`src/dsc_pkg.sv`:
```
// Shared types and constants for the slot completion ring.
// Used by every module under dma_slot_completion_ring; depends on nothing.
package dsc_pkg;

  localparam int SLOT_COUNT   = 128;
  localparam int BUFFER_BYTES = 65536;

  localparam int SLOT_W  = $clog2(SLOT_COUNT);
  localparam int BYTES_W = 17;
  localparam int SEQ_W   = 64;
  localparam int TIME_W  = 64;

  // Command queue between front and back.
  localparam int CMDQ_DEPTH = 2;
  localparam int CMDQ_PTR_W = $clog2(CMDQ_DEPTH);
  localparam int CMDQ_CNT_W = $clog2(CMDQ_DEPTH + 1);

  // Opcode values on the input channel.
  localparam logic [2:0] OPC_START    = 3'd0;
  localparam logic [2:0] OPC_STOP     = 3'd1;
  localparam logic [2:0] OPC_COMPLETE = 3'd2;
  localparam logic [2:0] OPC_DEQUEUE  = 3'd3;
  localparam logic [2:0] OPC_REQUEUE  = 3'd4;

  typedef enum logic [2:0] {
    OP_START,
    OP_STOP,
    OP_COMPLETE,
    OP_DEQUEUE,
    OP_REQUEUE,
    OP_BAD
  } op_kind_t;

  typedef enum logic [2:0] {
    RC_OK      = 3'd0,
    RC_BUSY    = 3'd1,
    RC_EMPTY   = 3'd2,
    RC_INVALID = 3'd3,
    RC_NOTRUN  = 3'd4
  } rc_t;

  typedef enum logic [1:0] {
    ST_FREE   = 2'd0,
    ST_QUEUED = 2'd1,
    ST_DONE   = 2'd2
  } slot_st_t;

  typedef enum logic [1:0] {
    BK_IDLE,
    BK_EXEC,
    BK_INFO
  } back_state_t;

  // One classified word, as the back end sees it.
  typedef struct packed {
    op_kind_t             kind;
    logic [SLOT_W-1:0]    slot;
    logic                 slot_ok;
    logic [BYTES_W-1:0]   bytes;
    logic [TIME_W-1:0]    stamp;
  } cmd_t;

  // Per-slot frame info.
  typedef struct packed {
    logic [SEQ_W-1:0]     seq;
    logic [TIME_W-1:0]    stamp;
    logic [BYTES_W-1:0]   bytes;
    logic                 ovf;
  } info_t;

  // One result word.
  typedef struct packed {
    rc_t                  rc;
    logic [SLOT_W-1:0]    slot;
    logic [SEQ_W-1:0]     seq;
    logic [TIME_W-1:0]    stamp;
    logic [BYTES_W-1:0]   bytes;
    logic                 ovf;
    logic                 resub;
    logic                 suball;
    logic                 pending;
    logic                 running;
  } res_t;

endpackage

```
`src/dsc_cmd_fifo.sv`:
```
// Short command queue between front and back end.
// Depends on dsc_pkg.
module dsc_cmd_fifo (
  input  logic          clk,
  input  logic          rst,
  input  logic          push_valid,
  output logic          push_ready,
  input  dsc_pkg::cmd_t push_data,
  output logic          pop_valid,
  input  logic          pop_ready,
  output dsc_pkg::cmd_t pop_data
);
  import dsc_pkg::*;

  cmd_t                  entries [CMDQ_DEPTH];
  logic [CMDQ_PTR_W-1:0] wr_ptr;
  logic [CMDQ_PTR_W-1:0] rd_ptr;
  logic [CMDQ_CNT_W-1:0] count;
  logic                  do_push;
  logic                  do_pop;

  assign push_ready = count != CMDQ_CNT_W'(CMDQ_DEPTH);
  assign pop_valid  = count != '0;
  assign pop_data   = entries[rd_ptr];
  assign do_push    = push_valid && push_ready;
  assign do_pop     = pop_valid && pop_ready;

  always_ff @(posedge clk) begin
    if (do_push) begin
      entries[wr_ptr] <= push_data;
    end
  end

  always_ff @(posedge clk) begin
    if (rst) begin
      wr_ptr <= '0;
      rd_ptr <= '0;
      count  <= '0;
    end else begin
      if (do_push) begin
        wr_ptr <= (wr_ptr == CMDQ_PTR_W'(CMDQ_DEPTH - 1)) ? '0 : wr_ptr + 1'b1;
      end
      if (do_pop) begin
        rd_ptr <= (rd_ptr == CMDQ_PTR_W'(CMDQ_DEPTH - 1)) ? '0 : rd_ptr + 1'b1;
      end
      if (do_push && !do_pop) begin
        count <= count + 1'b1;
      end else if (do_pop && !do_push) begin
        count <= count - 1'b1;
      end
    end
  end

endmodule

```
`config.mk`:
```
export PLATFORM = sky130hd
export DESIGN_NAME = dsc_cmd_fifo
export DESIGN_NICKNAME = d
export VERILOG_FILES = /design/src/dsc_pkg.sv /design/src/dsc_cmd_fifo.sv
export SDC_FILE = /design/constraint.sdc
export NUM_CORES = 1
export LEC_CHECK = 0
export BUFFER_PORTS_ARGS = -buffer_cell sky130_fd_sc_hd__buf_2
export CAP_MARGIN = 30
export CORE_MARGIN = 1.5
export CORE_UTILIZATION = 50
export DETAILED_ROUTE_END_ITERATION = 8
export GPL_TIMING_DRIVEN = 0
export PLACE_DENSITY = 0.83
export SLEW_MARGIN = 10
export SYNTH_ARGS = -nofsm -noshare
export SYNTH_HDL_FRONTEND = slang
export SYNTH_SLANG_ARGS = --single-unit
```
`constraint.sdc`:
```
create_clock -name clk -period 10.5 [get_ports clk]
set_input_delay 2.1 -clock clk [delete_from_list [all_inputs] [get_ports clk]]
set_output_delay 2.1 -clock clk [all_outputs]
set_load 0.02 [all_outputs]
```
### Word-level counts from Yosys, hierarchy flattened

Memories as Yosys holds them, arrays and structs flattened. A register that Yosys moved wholly into a read port is not among the register bits.
Index checks and enable logic that the tools add are counted.

| storage, ports and cells | value |
|---|---|
| logic and storage cells | 25 |
| memory bits (writable) | 184 |
| memories | 1 |
| bits of input ports | 96 |
| output and inout port bits | 94 |
| register bits | 4 |

| cells by class | value |
|---|---|
| mux-type cells | 8 |
| equality and inequality tests | 1 |
| reductions and logical operators | 8 |
| $add $sub $neg | 4 |

Memory list:

| memory | words | bits a word | read ports | clocked after Yosys merged registers in | write ports | RTL line | text |
|---|---|---|---|---|---|---|---|
| entries | 2 | 92 | 1 | 1 | 1 | dsc_cmd_fifo.sv:15 | `cmd_t entries [CMDQ_DEPTH];` |

Operators by type and width:

| kind | number |
|---|---|
| 2-to-1 mux 1 bit | 6 |
| logical AND 1 bit | 4 |
| 2-to-1 mux 2 bit | 2 |
| nonzero test 2 bit | 2 |
| adder 1 bit (second input constant) | 2 |
| adder 2 x 1 -> 2 bit (second input constant) | 1 |
| logical NOT 1 bit | 2 |
| inequality test 2 bit (second input constant) | 1 |
| subtractor 2 x 1 -> 2 bit (second input constant) | 1 |

### Logic depth before layout (Yosys ltp)

| depth | value |
|---|---|
| depth in word-level cells | 6 |
| mapped depth | 6 |
| mapped depth without buffers | 6 |

### Least setup slack after synthesis

Ideal clock, no wire load.

| path | value |
|---|---|
| path kind | input port to flip-flop |
| start | input push_valid |
| end | memory entries[1][0] (netlist bit), enable pin |
| required time | 10038 ps |
| setup time | 462 ps |
| buffers on the path | 0 |
| setup slack | 5753 ps |
| data arrival time | 4285 ps |
| cell stages on the path | 1 |
| cells stage by stage | and3_1 |

| between the ends | value |
|---|---|
| cells in the longest elaborated chain, start to end | 3 |

Ends and longest elaborated chain:

| element | RTL line | text |
|---|---|---|
| start, declared | dsc_cmd_fifo.sv:6 | `input logic push_valid,` |
| logical AND 1 bit | dsc_cmd_fifo.sv:25 | `assign do_push = push_valid && push_ready;` |
| 2-to-1 mux 1 bit | dsc_cmd_fifo.sv:29 | `if (do_push) begin` |
| 2-to-1 mux 1 bit (not written as such) | dsc_cmd_fifo.sv:30 | `entries[wr_ptr] <= push_data;` |
| end, declared | dsc_cmd_fifo.sv:15 |  |

No other way between the ends.

==> results.txt <==
----------------------------------------------------
[STA]
  Peak Freq ... around 0.26 GHz
  Final Hold Violating Endpoints ... 0
  Max-slew violation count ... 0
  Worst-Margin Slew ... about 0.66 ns
  Number of failing setup endpoints in the final timing report ... 0
  Worst Clk Skew ... around 0.0072 ns
  Final min period ... around 3.8 ns
  Worst rel slew slack ... 56.1%
  Fin crit share ... ~36%
  Unrepaired setup endpoints after global routing ... no
  Sum of negative setup slack ... 0 ns

[Global routing]
  Remaining global-route overflow ... 0
  Vias in the first global route ... approximately 3700
  Global-route usage over all layers ... 16.8%
  Number of antenna violations at the first check in global routing ... 0
  Maximum number of pins on one net before global-route repair ... ~50
  Wire length of the first global-routing pass ... 18100 µm

[Clock network]
  TritonCTS clock tree ... done
  Clock sink count ... ~190
  Number of hold-repair buffers added at the cts stage ... 0
  PostCTS Resize Cnt ... 0
  Clock Path Buffers ... 2
  Number of levels the H-tree was split into ... 4
  TritonCTS Buffers ... 17
  Cell at the root of the clock tree ... sky130_fd_sc_hd__clkbuf_16
  Post-CTS Setup Inserts ... 0
  CTS clock-pin slew for the worst setup and hold paths ... 0.06 ns
  Worst skew pair latency ... about 0.42 ns

[Detailed routing]
  Router iterations before antenna repair ... 4
  Via count normalized by instance count ... approximately 5
  Number of vias after detailed routing ... 3541
  Post-route ant nets ... 0
  Wire length per cell after detailed routing ... roughly 17 µm
  Remaining design rule violation count ... 0
  Total routed wirelength ... around 12000 µm
  Iteration-0 DRC Markers ... 186

[Critical path]
  Critical path data required time ... 8.40 ns
  Startpoint class of the critical path ... register
  Highest-delay cell along the critical path ... sky130_fd_sc_hd__mux2_2
  Cell chain of the critical path ... buf_4 > buf_6 > mux2_2 > buf_2
  Critical path's largest stage delay ... around 0.35 ns
  Type of the setup path with the least slack ... register to output pin
  Kind of capture point of the worst setup path ... output pin
  Crit path arrival time ... between 1.5 and 2 ns
  Maximum net fanout on the critical path ... 10

[Cells and area]
  Number of nets in the final layout ... just over 600
  Antenna diode count ... 0
  Proportion of layout cells with a drive suffix above 1 ... 60.6%
  Design Area, Final ... approximately 0.0087 mm²
  Area used by multi-input combinational logic ... 0.00116 mm²
  Final-layout fill cell count ... roughly 940
  Area Overhead vs Synth ... 26.0%
  FF/Latch Area ... around 0.0056 mm²

[Floorplanning]
  Die width ... ~120 µm
  Count of pins on the block boundary ... between 150 and 200
  Placement row count ... 42
  Die Span Y ... around 120 µm
  Initial core utilization ... between 50 and 60%
  Placeable core region ... approximately 0.013 mm²
  Die Footprint ... about 0.014 mm²

[Synthesis]
  Summed instance area of the synthesized netlist ... 0.00689 mm²
  Simple-gate area share of the yosys netlist ... 0.727%
  Portion of the post-synthesis area used by sequential elements ... about four fifths
  Yosys Warn Count ... 0
  Fraction of the mapped netlist area in adder cells ... less than 1%
  Synthesized-area fraction occupied by xor and xnor cells ... less than 1%
  Portion of netlist area occupied by mux cells ... 15.0%
  Post-Synthesis Cells ... 310
  Distinct cell type count of the synthesized netlist ... 19
  Net Count, Synth ... 407
  Mapped Avg Cell Area ... roughly 22 µm²
  Total of flip-flops plus latches after synthesis ... about 190
  Main combinational cell family by area after synthesis ... multiplexers
  Fraction of the mapped netlist area in compound gates ... 0.436%

[Place]
  Area after DPL ... 0.00812 mm²
  Input/output buffers ... roughly 190
  Gpl congestion ... ~0.71
  Half-perimeter wire length of the detailed placement result ... about 8200 µm

[Pwr]
  Pwr dens ... 250 mW/mm²
  Static leakage ... between 3 and 4 nW
  Max IR drop VDD ... 0.150 mV

[Job]
  MaxCap Viol Count ... 0

[Worst hold path]
  Worst Hold Class ... register to register

[Status]
  Status ... complete, no violations

----------------------------------------------------
[kinds of logic (layout without fill, tap and decap cells)]
kind of cell,count (synthesis),in the layout
AO/OA/AOI/OAI,5,5
AND/OR/NAND/NOR,9,9
XOR/XNOR,3,3
multiplexers,92,92
flip-flops,189,189
buffers and inverters,11,234
adder cells (fa/ha/maj),1,1
[registers in the layout, summed over array words and instances, names as in the netlist, named ones only]
name / cells
wr_ptr: 1
rd_ptr: 1
entries: 184
count: 2
[metrics by stage]
stage / std cells / worst slack, ns / util [%] / power, W / hold slack (ns)
after floorplan: 310 / 5.75 / - / 0.00139 / 0.471
after global placement: 675 / 4.66 / 60.3 / 0.00157 / 0.486
after detailed placement: 677 / 6.94 / 60.8 / 0.00159 / 0.503
after CTS: 709 / 6.64 / 65.0 / 0.00219 / 0.521
after global routing: 709 / 6.59 / 65.0 / 0.00225 / 0.549
final: 709 / 6.69 / 65.0 / 0.00217 / 0.517
[synthesized netlist by cell type]
cell type	instances	area [µm²]
sky130_fd_sc_hd__edfxtp_1	184	5530
sky130_fd_sc_hd__mux2_2	92	1040
sky130_fd_sc_hd__buf_6	8	90.1
sky130_fd_sc_hd__dfxtp_1	5	100
sky130_fd_sc_hd__nor2_1	3	11.3
sky130_fd_sc_hd__xor2_1	3	26.3
sky130_fd_sc_hd__a21oi_1	2	10.0
sky130_fd_sc_hd__o21ai_0	2	10.0
sky130_fd_sc_hd__a21bo_2	1	10.0
sky130_fd_sc_hd__and2_1	1	6.26
sky130_fd_sc_hd__and3_1	1	6.26
sky130_fd_sc_hd__buf_2	1	5.00
sky130_fd_sc_hd__buf_4	1	7.51
sky130_fd_sc_hd__ha_1	1	12.5
sky130_fd_sc_hd__inv_1	1	3.75
sky130_fd_sc_hd__nand2b_1	1	6.26
sky130_fd_sc_hd__nand3b_1	1	7.51
sky130_fd_sc_hd__or2_2	1	6.26
sky130_fd_sc_hd__or3_1	1	6.26
[critical path: cells and delay by family, from the launching register on]
| family | cells | cell delay (ns) |
|---|---|---|
| flip-flops | 1 | 0.33 |
| multiplexers | 1 | 0.35 |
| buffers and inverters | 3 | 0.60 |
[routing by layer]
layer / wire length [µm] / track usage [%] / part of all wire (%)
met4: 247 / 7.94 / 2.1
met1: 4610 / 18.1 / 38
met3: 782 / 5.52 / 6.5
met2: 6360 / 29.7 / 53
met5: 0 / 0 / 0
[layout make-up]
class	count	area share [%]
clock inverter	11	1.38
inverter	1	0.0721
clock buffer	21	5.08
buffer	10	1.18
sequential	189	64.8
multi-input combinational	110	13.4
tap	176	2.54
timing repair buffer	191	11.5
[power breakdown]
group          switching (W)  total (W)  internal, W
Combinational       0.000351   0.000598     0.000247
Sequential         0.0000231   0.000965     0.000942
Clock               0.000256   0.000605     0.000349
Total               0.000630    0.00217      0.00154
[final timing paths]
kind	from	depth (start not counted)	end	slack [ns]
setup / recovery	register	4	pop_data[23]	6.69
hold / removal	rd_ptr	2	rd_ptr	0.52
setup reg to reg	count[0]	4	entries[0][57]	8.54
hold reg to reg	rd_ptr	2	rd_ptr	0.52
[layout by cell type, fill, tap and decap left out, types with 2 or more instances in the layout]
cell type / netlist / routed
sky130_fd_sc_hd__clkbuf_1: 0 / 4
sky130_fd_sc_hd__dfxtp_1: 5 / 5
sky130_fd_sc_hd__nor2_1: 3 / 3
sky130_fd_sc_hd__clkinvlp_4: 0 / 4
sky130_fd_sc_hd__buf_6: 8 / 8
sky130_fd_sc_hd__clkbuf_16: 0 / 17
sky130_fd_sc_hd__clkinv_1: 0 / 2
sky130_fd_sc_hd__o21ai_0: 2 / 2
sky130_fd_sc_hd__buf_2: 1 / 190
sky130_fd_sc_hd__clkinv_4: 0 / 2
sky130_fd_sc_hd__mux2_2: 92 / 92
sky130_fd_sc_hd__a21oi_1: 2 / 2
sky130_fd_sc_hd__xor2_1: 3 / 3
sky130_fd_sc_hd__buf_16: 0 / 2
sky130_fd_sc_hd__edfxtp_1: 184 / 184
sky130_fd_sc_hd__bufinv_16: 0 / 2
(Power assumes the default switching activity.)
