**config.mk**
```make
export PLATFORM = sky130hd
export DESIGN_NAME = dsc_front
export DESIGN_NICKNAME = d
export VERILOG_FILES = /design/src/dsc_pkg.sv /design/src/dsc_front.sv
export SDC_FILE = /design/constraint.sdc
export NUM_CORES = 1
export LEC_CHECK = 0
export ABC_CLOCK_PERIOD_IN_PS = 6700
export CAP_MARGIN = 20
export CORE_AREA = 2 2 77 79
export DETAILED_ROUTE_END_ITERATION = 12
export DIE_AREA = 0 0 79 81
export DONT_BUFFER_PORTS = 1
export GPL_ROUTABILITY_DRIVEN = 0
export PLACE_DENSITY = 0.39
export SYNTH_ARGS = -nofsm -noshare
export SYNTH_HDL_FRONTEND = slang
export SYNTH_SLANG_ARGS = --single-unit
export TNS_END_PERCENT = 20
```
**constraint.sdc**
```tcl
create_clock -name vclk -period 6.7
set_input_delay 2.01 -clock vclk [all_inputs]
set_output_delay 2.01 -clock vclk [all_outputs]
set_load 0.01 [all_outputs]
```
**src/dsc_pkg.sv**
```systemverilog
// Shared types and constants for the slot completion ring.
// Used by every module under dma_slot_completion_ring; depends on nothing.
package dsc_pkg;

  localparam int SLOT_COUNT   = 128;
  localparam int BUFFER_BYTES = 65536;

  localparam int SLOT_W  = $clog2(SLOT_COUNT);
  localparam int BYTES_W = 17;
  localparam int SEQ_W   = 64;
  localparam int TIME_W  = 64;

  // Command queue between front and back.
  localparam int CMDQ_DEPTH = 2;
  localparam int CMDQ_PTR_W = $clog2(CMDQ_DEPTH);
  localparam int CMDQ_CNT_W = $clog2(CMDQ_DEPTH + 1);

  // Opcode values on the input channel.
  localparam logic [2:0] OPC_START    = 3'd0;
  localparam logic [2:0] OPC_STOP     = 3'd1;
  localparam logic [2:0] OPC_COMPLETE = 3'd2;
  localparam logic [2:0] OPC_DEQUEUE  = 3'd3;
  localparam logic [2:0] OPC_REQUEUE  = 3'd4;

  typedef enum logic [2:0] {
    OP_START,
    OP_STOP,
    OP_COMPLETE,
    OP_DEQUEUE,
    OP_REQUEUE,
    OP_BAD
  } op_kind_t;

  typedef enum logic [2:0] {
    RC_OK      = 3'd0,
    RC_BUSY    = 3'd1,
    RC_EMPTY   = 3'd2,
    RC_INVALID = 3'd3,
    RC_NOTRUN  = 3'd4
  } rc_t;

  typedef enum logic [1:0] {
    ST_FREE   = 2'd0,
    ST_QUEUED = 2'd1,
    ST_DONE   = 2'd2
  } slot_st_t;

  typedef enum logic [1:0] {
    BK_IDLE,
    BK_EXEC,
    BK_INFO
  } back_state_t;

  // One classified word, as the back end sees it.
  typedef struct packed {
    op_kind_t             kind;
    logic [SLOT_W-1:0]    slot;
    logic                 slot_ok;
    logic [BYTES_W-1:0]   bytes;
    logic [TIME_W-1:0]    stamp;
  } cmd_t;

  // Per-slot frame info.
  typedef struct packed {
    logic [SEQ_W-1:0]     seq;
    logic [TIME_W-1:0]    stamp;
    logic [BYTES_W-1:0]   bytes;
    logic                 ovf;
  } info_t;

  // One result word.
  typedef struct packed {
    rc_t                  rc;
    logic [SLOT_W-1:0]    slot;
    logic [SEQ_W-1:0]     seq;
    logic [TIME_W-1:0]    stamp;
    logic [BYTES_W-1:0]   bytes;
    logic                 ovf;
    logic                 resub;
    logic                 suball;
    logic                 pending;
    logic                 running;
  } res_t;

endpackage

```
**src/dsc_front.sv**
```systemverilog
// Front end: decodes the opcode, checks the slot range and works out the
// frame byte count. Depends on dsc_pkg.
module dsc_front (
  input  logic [2:0]  opcode,
  input  logic [7:0]  slot_number,
  input  logic [31:0] residue_bytes,
  input  logic        transfer_error,
  input  logic [63:0] time_ns,
  output dsc_pkg::cmd_t cmd
);
  import dsc_pkg::*;

  logic [31:0] short_bytes;
  logic        oversized;
  op_kind_t    kind;

  assign short_bytes = 32'(BUFFER_BYTES) - residue_bytes;
  assign oversized   = residue_bytes > 32'(BUFFER_BYTES);

  always_comb begin
    case (opcode)
      OPC_START:    kind = OP_START;
      OPC_STOP:     kind = OP_STOP;
      OPC_COMPLETE: kind = OP_COMPLETE;
      OPC_DEQUEUE:  kind = OP_DEQUEUE;
      OPC_REQUEUE:  kind = OP_REQUEUE;
      default:      kind = OP_BAD;
    endcase
  end

  always_comb begin
    cmd.kind    = kind;
    cmd.slot    = slot_number[SLOT_W-1:0];
    cmd.slot_ok = {24'd0, slot_number} < 32'(SLOT_COUNT);
    // Full buffer on an error or a residue larger than the buffer.
    cmd.bytes   = (transfer_error || oversized) ? BYTES_W'(BUFFER_BYTES)
                                                : short_bytes[BYTES_W-1:0];
    cmd.stamp   = time_ns;
  end

endmodule

```
; Word level (Yosys, flattened, before mapping)
; Cells that the tools add are included.
[word_totals]
regBits = 0
[classes]
addsub = 1
eq_ne = 4
magnitude_cmp = 2
n_mux = 2
n_reduce_logical = 2
[op_table]
columns = cell, n
row1 = "32-bit by 17-bit greater-than comparator with 1-bit output, second input constant", 1
row2 = 17-bit 2-to-1 mux, 1
row3 = "17-bit subtractor, first input constant", 1
row4 = 3-bit case mux with 5 select lines, 1
row5 = "8-bit < comparator, second input constant", 1
row6 = "3-bit by 2-bit equality test with 1-bit output, second input constant", 2
row7 = "3-bit by 1-bit equality test with 1-bit output, second input constant", 1
row8 = "3-bit equality test, second input constant", 1
row9 = 3-bit zero test, 1
row10 = 1-bit logical OR, 1

; Longest topological paths before layout
; Gate-level depths: netlist of run 1.
[depth]
word_depth = 3
depth_mapped = 8
mapped_depth_nobuf = 6

; Worst setup path after synthesis of run 1
; OpenSTA, ideal clock, no wires.
[synth_path]
path_kind = input to output
start = in residue_bytes[0]
end = out cmd[77] (netlist bit)
cell_stages = 7
required_ps = 4690
setup_slack_ps = 848
path_buffers = 1
arrival_ps = 3842
path_cell_list = inv_1 -> ha_1 -> or4b_4 -> o41a_1 -> or2_1 -> buf_6 -> nor3_1
[synth_lines]
columns = item, line
row1 = from (decl), dsc_front.sv:6  ; input logic [31:0] residue_bytes,
row2 = to (decl), dsc_front.sv:9  ; output dsc_pkg::cmd_t cmd

==> key figures, run 1 <==
Layout
  – Diode count: 0
  – Nets: 180
  – Sequential Area: 0 um^2
  – Commonest non-fill, non-tap cell in the layout: nor2_1
  – Commonest non-fill, non-tap cells in the layout: nor2_1 (18), nor3_1 (8), nor4_1 (6), xor2_1 (6), inv_1 (4)
  – CLK BUF: 0
  – Layout cells sized above 1: 8.696%
  – Layout Utilization: 9.347%
  – Area grow syn2layout: -46.93%
  – Seq cells: 0

GRT
  – Largest net degree at the start of global routing: 17
  – Overflow after GRT: 0
  – Tot GR Track Use: 6.503%
  – Vias in the first global route: 573
  – Initial antenna violation count: 0
  – First-pass GRT wire length: 3.291 mm

Critical path
  – Crit path max-delay cell type: or4b_4
  – Crit path required time: 4690 ps
  – CP Launch Point: residue_bytes[0]
  – CP bufs+invs: 1
  – CP max FO: 16
  – Worst Path Arrival: 4140 ps
  – CP Capture Type: output port
  – Delay-heaviest family, CP: simple AND/OR/NAND/NOR gates
  – Critical path class: in -> out
  – Crit path capture: cmd[79]
  – Crit. path cell count: 6
  – Startpoint types: input port
  – Slowest stage delay, CP: 520 ps
  – CP Cell Sequence: inv_1, ha_1, or4b_4, o41a_1, or2_1, nor3_1

Synthesis
  – Syn Inst Count: 143
  – Mapped Area: 999.7 um^2
  – Yosys warnings: 0
  – Net Count, Synth: 252
  – Cell variety after synth: 31
  – Sequential fraction of the synthesis area: 0%
  – Syn Area/Cell: 6.991 um^2

STA
  – RSZ-0062 raised after global routing: no
  – Upper clock frequency limit: 162.5 MHz
  – Slew Viols, Final: 0
  – Final Cycle Share: 91.85%
  – Setup ws final: 546.0 ps
  – Tmin final: 6154 ps
  – Sum Neg Setup Slack: 0 ps
  – Hold slack final: 4020 ps
  – Slew @ Worst Pin: 553.8 ps
  – Final Hold Fails: 0
  – Slew HR: 62.56%
  – Setup-failing EPs final: 0

Run status
  – Outcome: completed

Detailed routing
  – Residual DRC: 0
  – Avg WL per Cell: 16.57 um
  – Drt via density: 4.208
  – Routed Antenna Nets: 0
  – Vias: 606
  – Final wirelength: 2.386 mm
  – Initial DRC count: 12
  – Pre-antenna DRT Iters: 4

Floorplan
  – Die ar.: 0.006399 mm^2
  – Rows: 28
  – Die Y: 81 um
  – Initial Util: 17.61%
  – Chip Width: 79 um
  – Core ar.: 0.005675 mm^2
  – Ports: 200

Pwr
  – Leak: 0.1559 nW
  – Sequential power share: 0%
  – Power per cell area: 19.68 mW/mm^2
  – Worst vdd ir: 0.000002115 V
  – Clock power share: 0%
  – Switching fraction of total power: 45.27%
  – Internal power: 0.005715 mW
  – Combinational fraction of design power: 100.0%
  – Switching pwr: 0.004728 mW

Place
  – Count of input and output buffers: 0
  – DP HPWL: 2.054 mm
  – Worst slack, placed: 480.3 ps

Hold path
  – Hold/Removal Path Class: in -> out
  – Hold Path Depth: 0

Clocking
  – # resized after CTS: 0
  – Number of setup buffers added after CTS: 0
  – Post-CTS Hold Buffers: 0

Run
  – Max Cap Viol: 0
-- cell usage after synthesis, types with 2 or more instances --
| library cell | instances | area, um^2 |
|---|---|---|
| buf_4 | 71 | 533.0 |
| nor2_1 | 18 | 67.56 |
| nor3_1 | 8 | 40.04 |
| nor4_1 | 6 | 37.54 |
| xor2_1 | 6 | 52.55 |
| inv_1 | 4 | 15.01 |
| nand4_1 | 2 | 12.51 |
| o41a_1 | 2 | 22.52 |
| or4_1 | 2 | 15.01 |
| or4_4 | 2 | 22.52 |
| xnor2_1 | 2 | 17.52 |
-- area by class of cell --
cell class	instances	area, um^2
Fill cell	686	5145
Multi-Input combinational cell	65	421.7
Tap cell	75	93.84
Inverter	4	15.01
-- routing by layer --
layer  part of all wire, %  GRT usage, %
met1                    33         6.291
met2                    44         10.34
met3                    17         3.444
met4                   6.0         5.345
met5                     0             0
-- power by group through the flow --
stage               registers, mW  clock network, mW  logic, mW
finish                          0                  0     0.0104
detailed placement              0                  0     0.0106
global route                    0                  0     0.0119
global placement                0                  0     0.0107
CTS                             0                  0     0.0106
floorplan                       0                  0     0.0534
-- per-stage QoR --
step                      power [mW]  instances  instance area [um^2]
final                        0.01044        144                 530.5
after global routing         0.01193        144                 530.5
after CTS                    0.01063        144                 530.5
after detailed placement     0.01058        144                 530.5
after global placement       0.01067        144                 530.5
after floorplan              0.05344        143                 999.7
-- cells by family (layout without fill, tap and decap cells) --
kind of cell / after synthesis / count (layout) / share of synthesized area [%]
AOI/OAI and AO/OA: 9 / 9 / 7.635
adders and majority gates: 1 / 1 / 1.251
buffers and inverters: 78 / 4 / 57.82
and+or+nand+nor: 47 / 47 / 26.28
xor gates and xnor gates: 8 / 8 / 7.009
-- how the worst min path moves through the flow --
stage,from,endpoint
global placement,time_ns[14],cmd[14]
finish,time_ns[11],cmd[11]
global route,time_ns[46],cmd[46]
floorplan,slot_number[7],cmd[81]
detailed placement,time_ns[14],cmd[14]
CTS,time_ns[14],cmd[14]
No activity file was read; power rests on OpenSTA's default activity.
==> run 2, diff against run 1 <==
BUFFER_PORTS_ARGS = -buffer_cell sky130_fd_sc_hd__buf_2   (was default)
CELL_PAD_IN_SITES_DETAIL_PLACEMENT = 1   (was default)
CELL_PAD_IN_SITES_GLOBAL_PLACEMENT = 2   (was default)
CORE_AREA = default   (was 2 2 77 79)
CORE_UTILIZATION = 10   (was default)
DIE_AREA = default   (was 0 0 79 81)
DONT_BUFFER_PORTS = default   (was 1)
PLACE_DENSITY = 0.95   (was 0.39)
==> key figures, run 2 (synthesis gave the netlist of run 1 again) <==
Run status
  – Outcome: completed (unchanged)

GRT
  – Vias in the first global route: 776 (was 573)
  – Tot GR Track Use: 4.927% (was 6.503%)
  – Overflow after GRT: 0 (unchanged)
  – First-pass GRT wire length: 4.008 mm (was 3.291 mm)
  – Largest net degree at the start of global routing: 17 (unchanged)
  – Initial antenna violation count: 0 (unchanged)

Floorplan
  – Chip Width: 102.0 um (was 79 um)
  – Initial Util: 10.28% (was 17.61%)
  – Ports: 200 (unchanged)
  – Die ar.: 0.01040 mm^2 (was 0.006399 mm^2)
  – Die Y: 102.0 um (was 81 um)
  – Rows: 36 (was 28)
  – Core ar.: 0.009729 mm^2 (was 0.005675 mm^2)

Critical path
  – CP Launch Point: residue_bytes[0] (unchanged)
  – Delay-heaviest family, CP: simple AND/OR/NAND/NOR gates (unchanged)
  – Crit path required time: 4690 ps (about the same)
  – CP Cell Sequence: buf_2, inv_1, ha_1, or4b_4, o41a_1, or2_1, nor3_1, buf_2 (was inv_1, ha_1, or4b_4, o41a_1, or2_1, nor3_1)
  – CP Capture Type: output port (unchanged)
  – Crit path max-delay cell type: or4b_4 (unchanged)
  – CP max FO: 16 (unchanged)
  – CP bufs+invs: 3 (was 1)
  – Worst Path Arrival: 4270 ps (was 4140 ps)
  – Cell mode on critical path: buf_2
  – Startpoint types: input port (unchanged)
  – Slowest stage delay, CP: 520 ps (about the same)
  – Critical path class: in -> out (unchanged)

Layout
  – CLK BUF: 0 (unchanged)
  – Area of the multi-input gates: 421.7 um^2 (unchanged)
  – Nets: 238 (was 180)
  – Diode count: 0 (unchanged)
  – Area grow syn2layout: -10.64% (was -46.93%)
  – Commonest non-fill, non-tap cell in the layout: buf_2 (was nor2_1)
  – Commonest non-fill, non-tap cells in the layout: buf_2 (58), nor2_1 (18), nor3_1 (8), nor4_1 (6), xor2_1 (6) (was nor2_1 (18), nor3_1 (8), nor4_1 (6), xor2_1 (6), inv_1 (4))
  – Seq cells: 0 (unchanged)
  – Sequential Area: 0 um^2 (unchanged)
  – Fill cells: 1226 (was 686)
  – Layout cells sized above 1: 50.39% (was 8.696%)

Detailed routing
  – Residual DRC: 0 (unchanged)
  – Vias: 815 (was 606)
  – Drt via density: 3.135 (was 4.208)
  – Avg WL per Cell: 10.74 um (was 16.57 um)
  – Routed Antenna Nets: 0 (unchanged)
  – Final wirelength: 2.793 mm (was 2.386 mm)
  – Pre-antenna DRT Iters: 3 (was 4)
  – Initial DRC count: 18 (was 12)

STA
  – Slew HR: 59.81% (was 62.56%)
  – Setup-failing EPs final: 0 (unchanged)
  – Final Hold Fails: 0 (unchanged)
  – Final Cycle Share: 93.81% (was 91.85%)
  – Slew @ Worst Pin: 594.5 ps (was 553.8 ps)
  – Slew Viols, Final: 0 (unchanged)
  – Upper clock frequency limit: 159.1 MHz (was 162.5 MHz)
  – RSZ-0062 raised after global routing: no (unchanged)
  – Sum Neg Setup Slack: 0 ps (unchanged)
  – Tmin final: 6285 ps (was 6154 ps)

Clocking
  – # resized after CTS: 0 (unchanged)
  – Number of setup buffers added after CTS: 0 (unchanged)
  – Post-CTS Hold Buffers: 0 (unchanged)

Pwr
  – Worst vdd ir: 0.000009094 V (was 0.000002115 V)
  – Leak: 0.4095 nW (was 0.1559 nW)
  – Power per cell area: 31.45 mW/mm^2 (was 19.68 mW/mm^2)
  – Final total power: 0.02810 mW (was 0.01044 mW)

Place
  – DP HPWL: 2.485 mm (was 2.054 mm)
  – Count of input and output buffers: 58 (was 0)

Run
  – Max Cap Viol: 0 (unchanged)

Hold path
  – Hold/Removal Path Class: in -> out (unchanged)
  – Hold path startpoint: time_ns[10] (was time_ns[11])
## run 2: cell type report
class	instances	area share [%]
Inverter	4	1.681
Multi-Input combinational cell	65	47.20
Tap cell	133	18.63
Timing Repair Buffer	58	32.49
## run 2: routing by layer
layer  share of wire [%]  up-vias  track usage (%)
li1                    -      377                -
met4                 3.8        0            2.747
met2                  44       37            7.692
met1                  44      379            6.383
met5                   0        -                0
met3                 8.2       22           0.8892
## run 2: where the power goes
group	switching [mW]	internal (mW)	total [mW]	leakage [nW]
Combinational	0.0141	0.0140	0.0281	0.409
Sequential	0	0	0	0
Clock	0	0	0	0
## run 2: final timing paths
kind | to | slack [ps] | cells past startpoint
setup / recovery | cmd[79] | 420 | 8
hold / removal | cmd[10] | 4020 | 0
## run 2: metrics by stage
step	setup slack, ps	util (%)	hold WS [ps]	cell area [um^2]	cells
floorplan	847.9	-	4064	999.7	143
global placement	448.0	9.182	4020	893.4	260
detailed placement	379.6	9.182	4020	893.4	260
CTS	373.1	9.182	4020	893.4	260
global route	238.0	9.182	4020	893.4	260
finish	415.0	9.182	4020	893.4	260
==> run 3, diff against run 2 <==
ABC_AREA = 1   (was default)
CORE_UTILIZATION = 11   (was 10)
==> key figures, run 3 <==
Run status
  – Outcome: completed (unchanged)

STA
  – Sum Neg Setup Slack: 0 ps (unchanged)
  – Tmin final: 5309 ps (was 6285 ps)
  – Upper clock frequency limit: 188.4 MHz (was 159.1 MHz)
  – Setup ws final: 1391 ps (was 415.0 ps)
  – Slew Viols, Final: 0 (unchanged)
  – Slew HR: 76.80% (was 59.81%)
  – Setup-failing EPs final: 0 (unchanged)
  – Final Cycle Share: 79.24% (was 93.81%)
  – Slew @ Worst Pin: 345.3 ps (was 594.5 ps)
  – Final Hold Fails: 0 (unchanged)
  – RSZ-0062 raised after global routing: no (unchanged)

Synthesis
  – Main area contributors after synthesis: buf_4 (47%), nor2_1 (11%), nand2_1 (8.5%), nor2_2 (6.6%), xor2_1 (6.1%) (was buf_4 (53%), nor2_1 (6.8%), xor2_1 (5.3%), nor3_1 (4.0%), nor4_1 (3.8%))
  – Yosys top cell by area: buf_4 (unchanged)
  – Mapped Area: 0.001144 mm^2 (was 999.7 um^2)
  – Syn Inst Count: 190 (was 143)
  – Syn Area/Cell: 6.019 um^2 (was 6.991 um^2)
  – Net Count, Synth: 299 (was 252)
  – Cell variety after synth: 23 (was 31)
  – Most common cell in the netlist: buf_4 (unchanged)
  – Yosys warnings: 0 (unchanged)
  – Area share of the largest cell type after synthesis: 46.61% (was 53.32%)
  – Sequential fraction of the synthesis area: 0% (unchanged)
  – Commonest cells post-synth: buf_4 (71), nor2_1 (33), nand2_1 (26) (was buf_4 (71), nor2_1 (18), nor3_1 (8))

Hold path
  – Hold path startpoint: time_ns[0] (was time_ns[10])
  – Hold path endpoint: cmd[0] (was cmd[10])
  – Hold/Removal Path Class: in -> out (unchanged)
  – Hold Path Depth: 0 (unchanged)

Clocking
  – Number of setup buffers added after CTS: 0 (unchanged)
  – Post-CTS Hold Buffers: 0 (unchanged)
  – # resized after CTS: 0 (unchanged)

Pwr
  – Switching fraction of total power: 54.59% (was 50.28%)
  – Internal power: 0.01497 mW (was 0.01397 mW)
  – Power per cell area: 31.32 mW/mm^2 (was 31.45 mW/mm^2)
  – Sequential power share: 0% (about the same)
  – Clock power share: 0% (about the same)
  – Switching pwr: 0.01799 mW (was 0.01413 mW)
  – Worst vdd ir: 0.000008340 V (was 0.000009094 V)
  – Leak: 0.5764 nW (was 0.4095 nW)
  – Combinational fraction of design power: 100.0% (about the same)

Detailed routing
  – Avg WL per Cell: 10.45 um (was 10.74 um)
  – Final wirelength: 3.220 mm (was 2.793 mm)
  – Pre-antenna DRT Iters: 3 (unchanged)
  – Wire length on met3: 426 um (was 230 um)
  – Routed Antenna Nets: 0 (unchanged)
  – Top sig layer: met5 (was met4)
  – Initial DRC count: 15 (was 18)
  – Met2 Wirelength: 1.555 mm (was 1.217 mm)
  – Vias: 973 (was 815)
  – Drt via density: 3.159 (was 3.135)
  – DRT met1 WL: 1.074 mm (was 1.237 mm)
  – Residual DRC: 0 (unchanged)

Floorplan
  – Core ar.: 0.009910 mm^2 (was 0.009729 mm^2)
  – Chip Width: 104.0 um (was 102.0 um)
  – Die ar.: 0.01081 mm^2 (was 0.01040 mm^2)
  – Ports: 200 (unchanged)
  – Initial Util: 11.54% (was 10.28%)
  – Die Y: 104.0 um (was 102.0 um)
  – Rows: 36 (unchanged)

GRT
  – Largest net degree at the start of global routing: 15 (was 17)
  – Initial antenna violation count: 1 (was 0)
  – First-pass GRT wire length: 5.092 mm (was 4.008 mm)
  – Vias in the first global route: 1021 (was 776)
  – Tot GR Track Use: 5.738% (was 4.927%)
  – Overflow after GRT: 0 (unchanged)

Layout
  – Seq cells: 0 (unchanged)
  – Nets: 286 (was 238)
  – Fill cells: 1280 (was 1226)
  – Layout Utilization: 10.62% (was 9.182%)
  – Area grow syn2layout: -7.987% (was -10.64%)
  – Diode count: 0 (unchanged)
  – CLK BUF: 0 (unchanged)
  – Area of the multi-input gates: 535.5 um^2 (was 421.7 um^2)
  – Commonest non-fill, non-tap cells in the layout: buf_2 (58), nor2_1 (33), nand2_1 (26), inv_1 (15), nor2_2 (12) (was buf_2 (58), nor2_1 (18), nor3_1 (8), nor4_1 (6), xor2_1 (6))
  – Commonest non-fill, non-tap cell in the layout: buf_2 (unchanged)
  – Layout cells sized above 1: 45.14% (was 50.39%)
  – Sequential Area: 0 um^2 (unchanged)

Critical path
  – Critical path class: in -> out (unchanged)
  – Crit path required time: 4690 ps (about the same)
  – Startpoint types: input port (unchanged)
  – Worst Path Arrival: 3300 ps (was 4270 ps)
  – CP max FO: 14 (was 16)
  – CP Capture Type: output port (unchanged)

Place
  – Count of input and output buffers: 58 (unchanged)
  – Worst slack, placed: 1359 ps (was 379.6 ps)
  – DP HPWL: 2.928 mm (was 2.485 mm)

Run
  – Max Cap Viol: 0 (unchanged)
run 3: cell types whose count changed in the layout (fill, tap and decap cells not counted), moves of 3 or more:
cell,before,now
inv_1,4,15
nand2_1,1,26
nand2_2,0,3
nand3_1,1,5
nor2_1,18,33
nor2_2,0,12
nor3_1,8,1
nor4_1,6,0
run 3: power groups by stage:
stage	clock network [mW]	registers (mW)	logic (mW)
after floorplan	0	0	0.0589
after global placement	0	0	0.0323
after detailed placement	0	0	0.0333
after CTS	0	0	0.0334
after global routing	0	0	0.0375
final	0	0	0.0330
run 3: worst max-delay path, stage by stage:
cell	delay, ps
buf_2	90
inv_1	80
ha_1	220
nand2_2	100
nor2_4	160
nand2_2	100
nand2_4	90
nand2_4	130
nor2_1	170
buf_2	150
run 3: per-layer routing:
metal | GRT usage [%] | up-vias
met5 | 0 | -
li1 | - | 468
met1 | 5.301 | 413
met2 | 10.86 | 68
met4 | 3.163 | 2
met3 | 2.068 | 22
run 3: per-stage QoR:
| stage | instances | hold WS [ps] | total power [mW] | instance area (um^2) |
|---|---|---|---|---|
| final | 308 | 4020 | 0.03296 | 1052 |
| after global placement | 308 | 4020 | 0.03228 | 1052 |
| after floorplan | 190 | 4064 | 0.05893 | 1144 |
| after global routing | 308 | 4020 | 0.03750 | 1052 |
| after CTS | 308 | 4020 | 0.03345 | 1052 |
| after detailed placement | 308 | 4020 | 0.03329 | 1052 |
run 3: kinds of logic after synthesis:
group	after synthesis	share of synthesized area, %
and+or+nand+nor	89	37.75
AOI/OAI and AO/OA	2	1.094
xor gates and xnor gates	9	6.893
adders and majority gates	1	1.094
buffers and inverters	89	53.17
run 3: cell type report:
cell class	instances	area share (%)
repair buffers	58	27.59
multi-input cells	101	50.89
inverters	16	5.707
well taps	133	15.81
run 3: worst max-delay path by stage:
stage                startpoint  endpoint  slack, ps  depth (start not counted)
6_report       residue_bytes[0]   cmd[74]       1390                         10
5_1_grt        residue_bytes[0]   cmd[73]       1240                         10
4_1_cts        residue_bytes[0]   cmd[73]       1350                         10
3_5_place_dp   residue_bytes[0]   cmd[73]       1360                         10
3_3_place_gp   residue_bytes[0]   cmd[74]       1370                         10
2_1_floorplan  residue_bytes[0]   cmd[64]       1660                          9
